`config.mk`:
```
export PLATFORM = sky130hd
export DESIGN_NAME = sec_resp
export DESIGN_NICKNAME = d
export VERILOG_FILES = /design/src/rtl/serial_eeprom_command_responder_defines.svh /design/src/rtl/sec_pkg.sv /design/src/rtl/sec_resp.sv
export SDC_FILE = /design/constraint.sdc
export NUM_CORES = 1
export LEC_CHECK = 0
export ABC_AREA = 1
export BUFFER_PORTS_ARGS = -buffer_cell sky130_fd_sc_hd__buf_2
export CAP_MARGIN = 10
export CORE_AREA = 2 2 72 74
export DETAILED_ROUTE_END_ITERATION = 8
export DIE_AREA = 0 0 74 76
export GPL_TIMING_DRIVEN = 0
export PLACE_DENSITY = 0.65
export SYNTH_ARGS = -nofsm -noshare
export SYNTH_HDL_FRONTEND = slang
export SYNTH_SLANG_ARGS = --single-unit
```
`constraint.sdc`:
```
create_clock -name vclk -period 0.9
set_input_delay 0.045 -clock vclk [all_inputs]
set_output_delay 0.045 -clock vclk [all_outputs]
set_load 0.005 [all_outputs]
```
`src/rtl/serial_eeprom_command_responder_defines.svh`:
```
// ----------------------------------------------------------------------------
// Serial EEPROM responder assertion macros
// Concurrent check macros on the block clock, off during reset.
// ----------------------------------------------------------------------------
`ifndef SERIAL_EEPROM_COMMAND_RESPONDER_DEFINES_SVH
`define SERIAL_EEPROM_COMMAND_RESPONDER_DEFINES_SVH
`ifndef SYNTHESIS
`define SEC_ASSERT_ALWAYS(name, cond, msg) \
   name: assert property (@(posedge clock) disable iff (reset) (cond)) else $error(msg);
`define SEC_ASSERT_IMPLIES(name, ante, cons, msg) \
   name: assert property (@(posedge clock) disable iff (reset) (ante) |-> (cons)) \
      else $error(msg);
`define SEC_ASSERT_NEXT(name, ante, cons, msg) \
   name: assert property (@(posedge clock) disable iff (reset) (ante) |=> (cons)) \
      else $error(msg);
`else
`define SEC_ASSERT_ALWAYS(name, cond, msg)
`define SEC_ASSERT_IMPLIES(name, ante, cons, msg)
`define SEC_ASSERT_NEXT(name, ante, cons, msg)
`endif
`endif

```
`src/rtl/sec_pkg.sv`:
```
// ----------------------------------------------------------------------------
// Serial EEPROM responder package
// Command codes, flags, device ids and the shared stage and result types.
// ----------------------------------------------------------------------------
`timescale 1ns / 1ps
package sec_pkg;

   localparam logic [7:0] CMD_STATUS = 8'h00;
   localparam logic [7:0] CMD_READ   = 8'h04;
   localparam logic [7:0] CMD_WRITE  = 8'h05;

   localparam logic [7:0] FLAG_NO_DEVICE = 8'h80;
   localparam logic [7:0] FLAG_SHORT     = 8'h40;
   localparam logic [7:0] ID_4K          = 8'h80;
   localparam logic [7:0] ID_16K         = 8'hC0;
   localparam logic [7:0] LEN_FULL       = 8'd3;

   localparam logic [1:0] SAVE_EEP_4K  = 2'd0;
   localparam logic [1:0] SAVE_EEP_16K = 2'd1;

   localparam int unsigned CSR_ADDR_W = 3;
   localparam int unsigned CSR_DATA_W = 32;
   localparam logic REG_SAVE_TYPE = 1'b0;

   localparam int unsigned BLOCK_W = 64;

   typedef struct packed {
      logic [7:0] command;
      logic [7:0] rx_length;
      logic       hit;
   } stage_type;

   typedef struct packed {
      logic [7:0]         rx_length_out;
      logic [2:0]         status_mask;
      logic [7:0]         status_byte0;
      logic [7:0]         status_byte1;
      logic [7:0]         status_byte2;
      logic [BLOCK_W-1:0] read_data;
      logic               unknown_command;
   } result_type;

endpackage

```
`src/rtl/sec_resp.sv`:
```
// ----------------------------------------------------------------------------
// Serial EEPROM response builder
// Forms length flags, status bytes, read data and the unknown flag of one item.
// ----------------------------------------------------------------------------
`timescale 1ns / 1ps
module sec_resp import sec_pkg::*; (
   input  stage_type          stage,
   input  logic [BLOCK_W-1:0] store_data,
   input  logic [1:0]         save_type,
   output result_type         result
);

   logic       is_eeprom;
   logic [2:0] mask;
   logic [7:0] id;

   always_comb begin
      is_eeprom = (save_type == SAVE_EEP_4K) || (save_type == SAVE_EEP_16K);
      id        = (save_type == SAVE_EEP_4K) ? ID_4K : ID_16K;
      case (stage.rx_length[1:0])
         2'd0:    mask = 3'b000;
         2'd1:    mask = 3'b001;
         2'd2:    mask = 3'b011;
         default: mask = 3'b111;
      endcase

      result                 = '0;
      result.rx_length_out   = stage.rx_length;
      case (stage.command)
         CMD_STATUS: begin
            if (!is_eeprom) begin
               result.rx_length_out = stage.rx_length | FLAG_NO_DEVICE;
            end else begin
               if (stage.rx_length != LEN_FULL) begin
                  result.rx_length_out = stage.rx_length | FLAG_SHORT;
               end
               result.status_mask  = mask;
               result.status_byte1 = mask[1] ? id : 8'h00;
            end
         end
         CMD_READ: begin
            result.read_data = stage.hit ? store_data : '1;
         end
         CMD_WRITE: begin
            result.unknown_command = 1'b0;
         end
         default: begin
            result.unknown_command = 1'b1;
         end
      endcase
   end

endmodule

```
-- Yosys cells after proc, flatten, opt, wreduce, memory -nomap -nowiden
Cells that the tools add are included.
W data, S select, Z words.
- register bits after elaboration: 0
- input bits: 83
- equality and inequality tests: 6
- multiplexer cells: 12
- reductions and logical operators: 5
- operator list (operator ; number):
    $mux W64 ; 2
    $mux W8 ; 4
    $eq A8 B3 Y1 const B ; 2
    $mux W7 ; 2
    $mux W11 ; 1
    $pmux W3 S3 ; 1
    $logic_not A8 Y1 ; 1
    $ne A8 B2 Y1 const B ; 1
    $eq A2 B1 Y1 const B ; 2
    $logic_not A2 Y1 ; 2
    $mux W3 ; 1
    $reduce_or A3 Y1 ; 1
    $eq A2 B2 Y1 const B ; 1
    $logic_or A1 B1 Y1 ; 1
    $mux W1 ; 1

-- Depth between registers and ports, before layout
Gate-level depths: netlist of run 1.
- word-level depth: 5
- gate-level depth with buffers: 6
- mapped depth without buffers: 6

-- Least setup slack after synthesis of run 1
OpenSTA, ideal clock, no wires.
- path kind: input -> output
- from: in stage[16] (netlist name)
- to: out result[90] (netlist name)
- data arrival time: 765 ps
- slack: 90 ps
- stages: 6
- buffers on the path: 1
- cell sequence: nor2_1 nand2_1 nor2_1 nand3_1 inv_1 buf_4
- RTL lines (item ; RTL line ; text):
    start: declaration ; sec_resp.sv:7 ; input stage_type stage,
    end: declaration ; sec_resp.sv:10 ; output result_type result

==> out/metrics.yaml, run 1 <==
use_met3_pct: 1.46
gr-max-usage-layer: "met2"
seq_cell_count: 0
via_per_inst: 3.85
status: "complete, but fails checks"
dp_cells: 456
synthMuxAreaShare_pct: 0
ys_warn_count: 0
rsz0062_at_grt: "true"
min_from: "stage[7]"
maxCapViolations: 0
layout_min_cycle_time_ns: 1.09
synth-compound-area-share_pct: 0.690
crit_slowest_cell: "clkbuf_16"
cp.arrival_ns: 1.05
portBuffers: 161
synth_fa_ha_area_share_pct: 0
cp.required_ns: 0.85
crit_path_frequent_cell: "nor2_4"
synthesis.instances: 204
seq_area_um2: 0
nNetsFinal: 479
crit_type: "in2out"
dr.first_iter.drc_count: 8
use_met1_pct: 13.7
dp_hpwl_um: 3290
crit_buf_inv: 4
grt_pass1_vias: 1604
grt_max_degree: 11
synth-simple-area-share_pct: 67.6
die_w_um: 74
ant_nets: 0
path_max_fanout: 6
n_antenna_cell: 0
synth.top_cell.area_share_pct: 35.1
holdBufCountCts: 0
critical_path.cell_chain: "buf_8 > nor2_4 > nand2_2 > nor2_4 > buf_12 > nand2_8 > clkbuf_16 > nor2_4 > buf_2"
ioPinCount: 183
fin_crit_sh_pct: 121
gp_congestion: 0.673
row_count: 26
via_count: 1786
synth_area_leaders: "nor2_2 (35%), nor2_1 (27%), buf_4 (20%)"
netlist_top_cells_count: "nor2_1 (78), nor2_2 (61), buf_4 (29), inv_1 (8), nand2_1 (8)"
ys_types: 13
wl_per_cell_um: 9.05
drtPass1Iterations: 3
multi_input_area_um2: 941
whs_ns: 0.344
die_height_um: 76
clockBufferCount: 0
worstSetupStartpointType: "input pin"
path_delay_family: "buffers and inverters"
core-area_um2: 4910
hold_path_depth: 4
hold_path_end: "result[98]"
postSynthAreaPerCell_um2: 5.34
setup_viol: 68
start_util_pct: 22.2
grt.total_usage_pct: 13.2
dieArea_um2: 5620
dp_slack_ns: -0.216
pwr_density_cell_nw_per_um2: 239
ys_seq_area_share_pct: 0
grt_remaining_overflow: 0
fin_cells: 464
fin_area_um2: 2340
grt_pass1_wl_um: 6350
use_met2_pct: 27.6
max_stage_delay_ns: 0.19
setup-tns-final_ns: -8.73
synthToLayoutAreaGrowth_pct: 115
fin_util_pct: 47.6
synth_top_area_cell: "nor2_2"
synth_top_family_by_area: "simple AND/OR/NAND/NOR gates"
peakVddDrop_v: 0.000170
yosysMostFrequentCell: "nor2_1"
synth_xor_area_share_pct: 0
end_kind: "primary output"
hold_viol_final: 0
hold_class: "in2out"
drc_errors: 0
nFillCells: 510
drv_slew: 0
drt-total-wl_um: 4200
drive_gt1_share_pct: 71.3
max_freq_mhz: 915
grt_antenna_before_repair: 0
post-route-worst-setup-slack_ns: -0.193
synth_area_um2: 1090
violations: "negative setup slack"
p_total_mw: 0.558
placed_area_um2: 2060
p_leak_nw: 1.53
## timing repair
| item | CTS | global route |
|---|---|---|
| gates cloned | 2 | 1 |
| setup endpoints to repair | 71 | 71 |
| setup buffers | 4 | 1 |
| gates resized for setup | 22 | 25 |
| pin swaps | 2 | 1 |
## metal layers
layer | vias to the layer above | routed length [um]
li1 | 930 | -
met1 | 743 | 1540
met2 | 113 | 2200
met3 | 0 | 460
met4 | 0 | 0
met5 | - | 0
## how the worst max path moves through the flow
stage                            end  cells after the start  slack [ns]  startpoint
after floorplan           result[90]                      6        0.09   stage[16]
after CTS                 result[52]                      8       -0.18   stage[10]
after global placement    result[90]                      8       -0.20   stage[16]
after global routing      result[54]                      9       -0.26   stage[10]
final                     result[54]                      9       -0.19   stage[10]
after detailed placement  result[52]                      8       -0.22   stage[10]
## cells in the final DEF, fill, tap and decap left out, types with 2 or more instances in the layout
| cell | instances |
|---|---|
| nor2_4 | 15 |
| nand2_1 | 6 |
| inv_1 | 8 |
| buf_8 | 3 |
| buf_2 | 157 |
| nor2_2 | 52 |
| buf_4 | 31 |
| nand2_2 | 2 |
| nand3_1 | 3 |
| buf_12 | 2 |
| nor2_1 | 72 |
| clkbuf_2 | 6 |
| conb_1 | 22 |
| buf_6 | 8 |
## area by class of cell
class                      count  share of cell area (%)
inverter                       9                    1.44
buffer                        41                    14.2
multi-input combinational    176                    40.2
tap                           70                    3.75
timing repair buffer         168                    40.4
## report_power, final
part           switching, mW  leakage, nW  total, mW  internal, mW
logic                  0.259         1.53      0.558         0.299
clock network              0            0          0             0
registers                  0            0          0             0
total                  0.259         1.53      0.558         0.299
## cells by family (layout without fill, tap and decap cells)
group / after synthesis / after routing
simple gates: 152 / 153
buf+inv: 50 / 218
compound gates: 1 / 1
other cells: 1 / 22
Note: power is estimated with default switching activity, not from simulation.
==> inputs of run 2 (changes only) <==
--- a/config.mk
+++ b/config.mk
@@ -16,3 +16,4 @@
 export SYNTH_ARGS = -nofsm -noshare
 export SYNTH_HDL_FRONTEND = slang
 export SYNTH_SLANG_ARGS = --single-unit
+export TNS_END_PERCENT = 100
==> constraint.sdc (replaced) <==
create_clock -name vclk -period 0.9
set_input_delay 0.18 -clock vclk [all_inputs]
set_output_delay 0.18 -clock vclk [all_outputs]
set_load 0.005 [all_outputs]
==> out/metrics.yaml, run 2 (synthesis results as in run 1) <==
status: "complete, but fails checks"
violations: "negative setup slack"
wl_per_cell_um: 9.23  # +1.9%
drt-total-wl_um: 4260  # +1.3%
seq_cell_count: 0  # unchanged
crit_type: "in2out"
fin_area_um2: 2250  # -3.6%
dp_hpwl_um: 3470  # +5.3%
n_antenna_cell: 0  # unchanged
cp.required_ns: 0.72  # -0.13 ns
hold_class: "in2out"
nFillCells: 528  # +3.5%
row_count: 26  # unchanged
end_kind: "primary output"
p_leak_nw: 1.50  # -1.8%
setup_viol: 72  # +5.9%
drc_errors: 0  # unchanged
pwr_density_cell_nw_per_um2: 246  # +3.2%
crit_slowest_cell: "nor2_4"
max_freq_mhz: 754  # -18%
grt_antenna_before_repair: 0  # unchanged
drtPass1Iterations: 4  # +1
max_stage_delay_ns: 0.17  # -0.02 ns
ioPinCount: 183  # unchanged
hold_viol_final: 0  # unchanged
grt.total_usage_pct: 13.6  # +0.45 points
maxCapViolations: 0  # unchanged
drive_gt1_share_pct: 71.9  # +0.55 points
ant_nets: 0  # unchanged
fin_cells: 461  # -0.65%
p_total_mw: 0.555  # -0.55%
grt_pass1_vias: 1496  # -6.7%
critical_path.cell_chain: "buf_6 > nor2_4 > nand2_4 > nor2_4 > nand2_4 > buf_6 > nor2_2 > buf_2"
grt_pass1_wl_um: 6500  # +2.3%
seq_area_um2: 0  # unchanged
via_per_inst: 3.75  # -2.6%
cp.arrival_ns: 1.15  # +0.10 ns
fin_crit_sh_pct: 147  # +26 points
gp_congestion: 0.727  # +8.0%
nNetsFinal: 476  # -0.63%
synthToLayoutAreaGrowth_pct: 107
die_w_um: 74  # unchanged
via_count: 1729  # -3.2%
peakVddDrop_v: 0.000150  # -12%
grt_max_degree: 11  # unchanged
portBuffers: 161  # unchanged
worstSetupStartpointType: "input pin"
core-area_um2: 4910  # unchanged
dr.first_iter.drc_count: 52  # +44
start_util_pct: 22.2  # unchanged
dieArea_um2: 5620  # unchanged
clockBufferCount: 0  # unchanged
grt_remaining_overflow: 0  # unchanged
layout_min_cycle_time_ns: 1.33  # +0.234 ns
setup-tns-final_ns: -27.33  # -18.59 ns
layout_commonest_cell: "buf_2"
post-route-worst-setup-slack_ns: -0.427  # -0.234 ns
final_cell_mix: "buf_2 (151), nor2_1 (72), nor2_2 (61)"
drv_slew: 0  # unchanged
dp_cells: 456  # unchanged
rsz0062_at_grt: "true"
path_max_fanout: 10  # +4
die_height_um: 76  # unchanged
placed_area_um2: 2100  # +1.8%
[run 2: cell count changes in the layout (fill, tap and decap cells not counted), sizes merged]
cell and delta:
buf -2, clkbuf -1
[run 2: routing by layer]
layer	vias to the layer above	share of wire (%)	track usage, %
li1	923	-	-
met1	717	39	14.9
met2	89	54	27.9
met3	0	7.7	1.32
met4	0	0	0.727
met5	-	0	0
[run 2: report_power, final]
group          leakage, nW  switching [mW]  internal, mW
Sequential               0               0             0
Clock                    0               0             0
Combinational         1.50           0.249         0.307
[run 2: timing repair]
action                     4_1_cts  5_1_grt
pin swaps                        8        2
buffers inserted                 4        1
hold buffers                     0        0
cloned                           1        0
setup endpoints to repair       72       72
gates resized for setup         23       11
[run 2: worst max-delay path: cells and delay by family]
| kind | cells | cell delay, ns |
|---|---|---|
| simple gates | 5 | 0.56 |
| buf+inv | 3 | 0.38 |
[run 2: layout make-up]
class | instances | area [um^2] | area share [%]
timing repair buffer | 165 | 910 | 40.4
multi-input combinational | 176 | 900 | 39.9
buffer | 41 | 323 | 14.3
tap | 70 | 87.6 | 3.89
inverter | 9 | 33.8 | 1.50
[run 2: path summary, 6_finish.rpt]
check / start / cells past startpoint / endpoint
worst max-delay path: stage[16] / 8 / result[23]
worst min-delay path: stage[7] / 4 / result[98]
[run 2: per-stage QoR]
stage               setup slack, ns  hold slack, ns  utilization [%]
floorplan                    -0.111           0.431                -
global placement             -0.439           0.614             42.7
detailed placement           -0.456           0.613             42.7
CTS                          -0.437           0.616             45.4
global route                 -0.512           0.636             45.9
finish                       -0.427           0.616             45.9
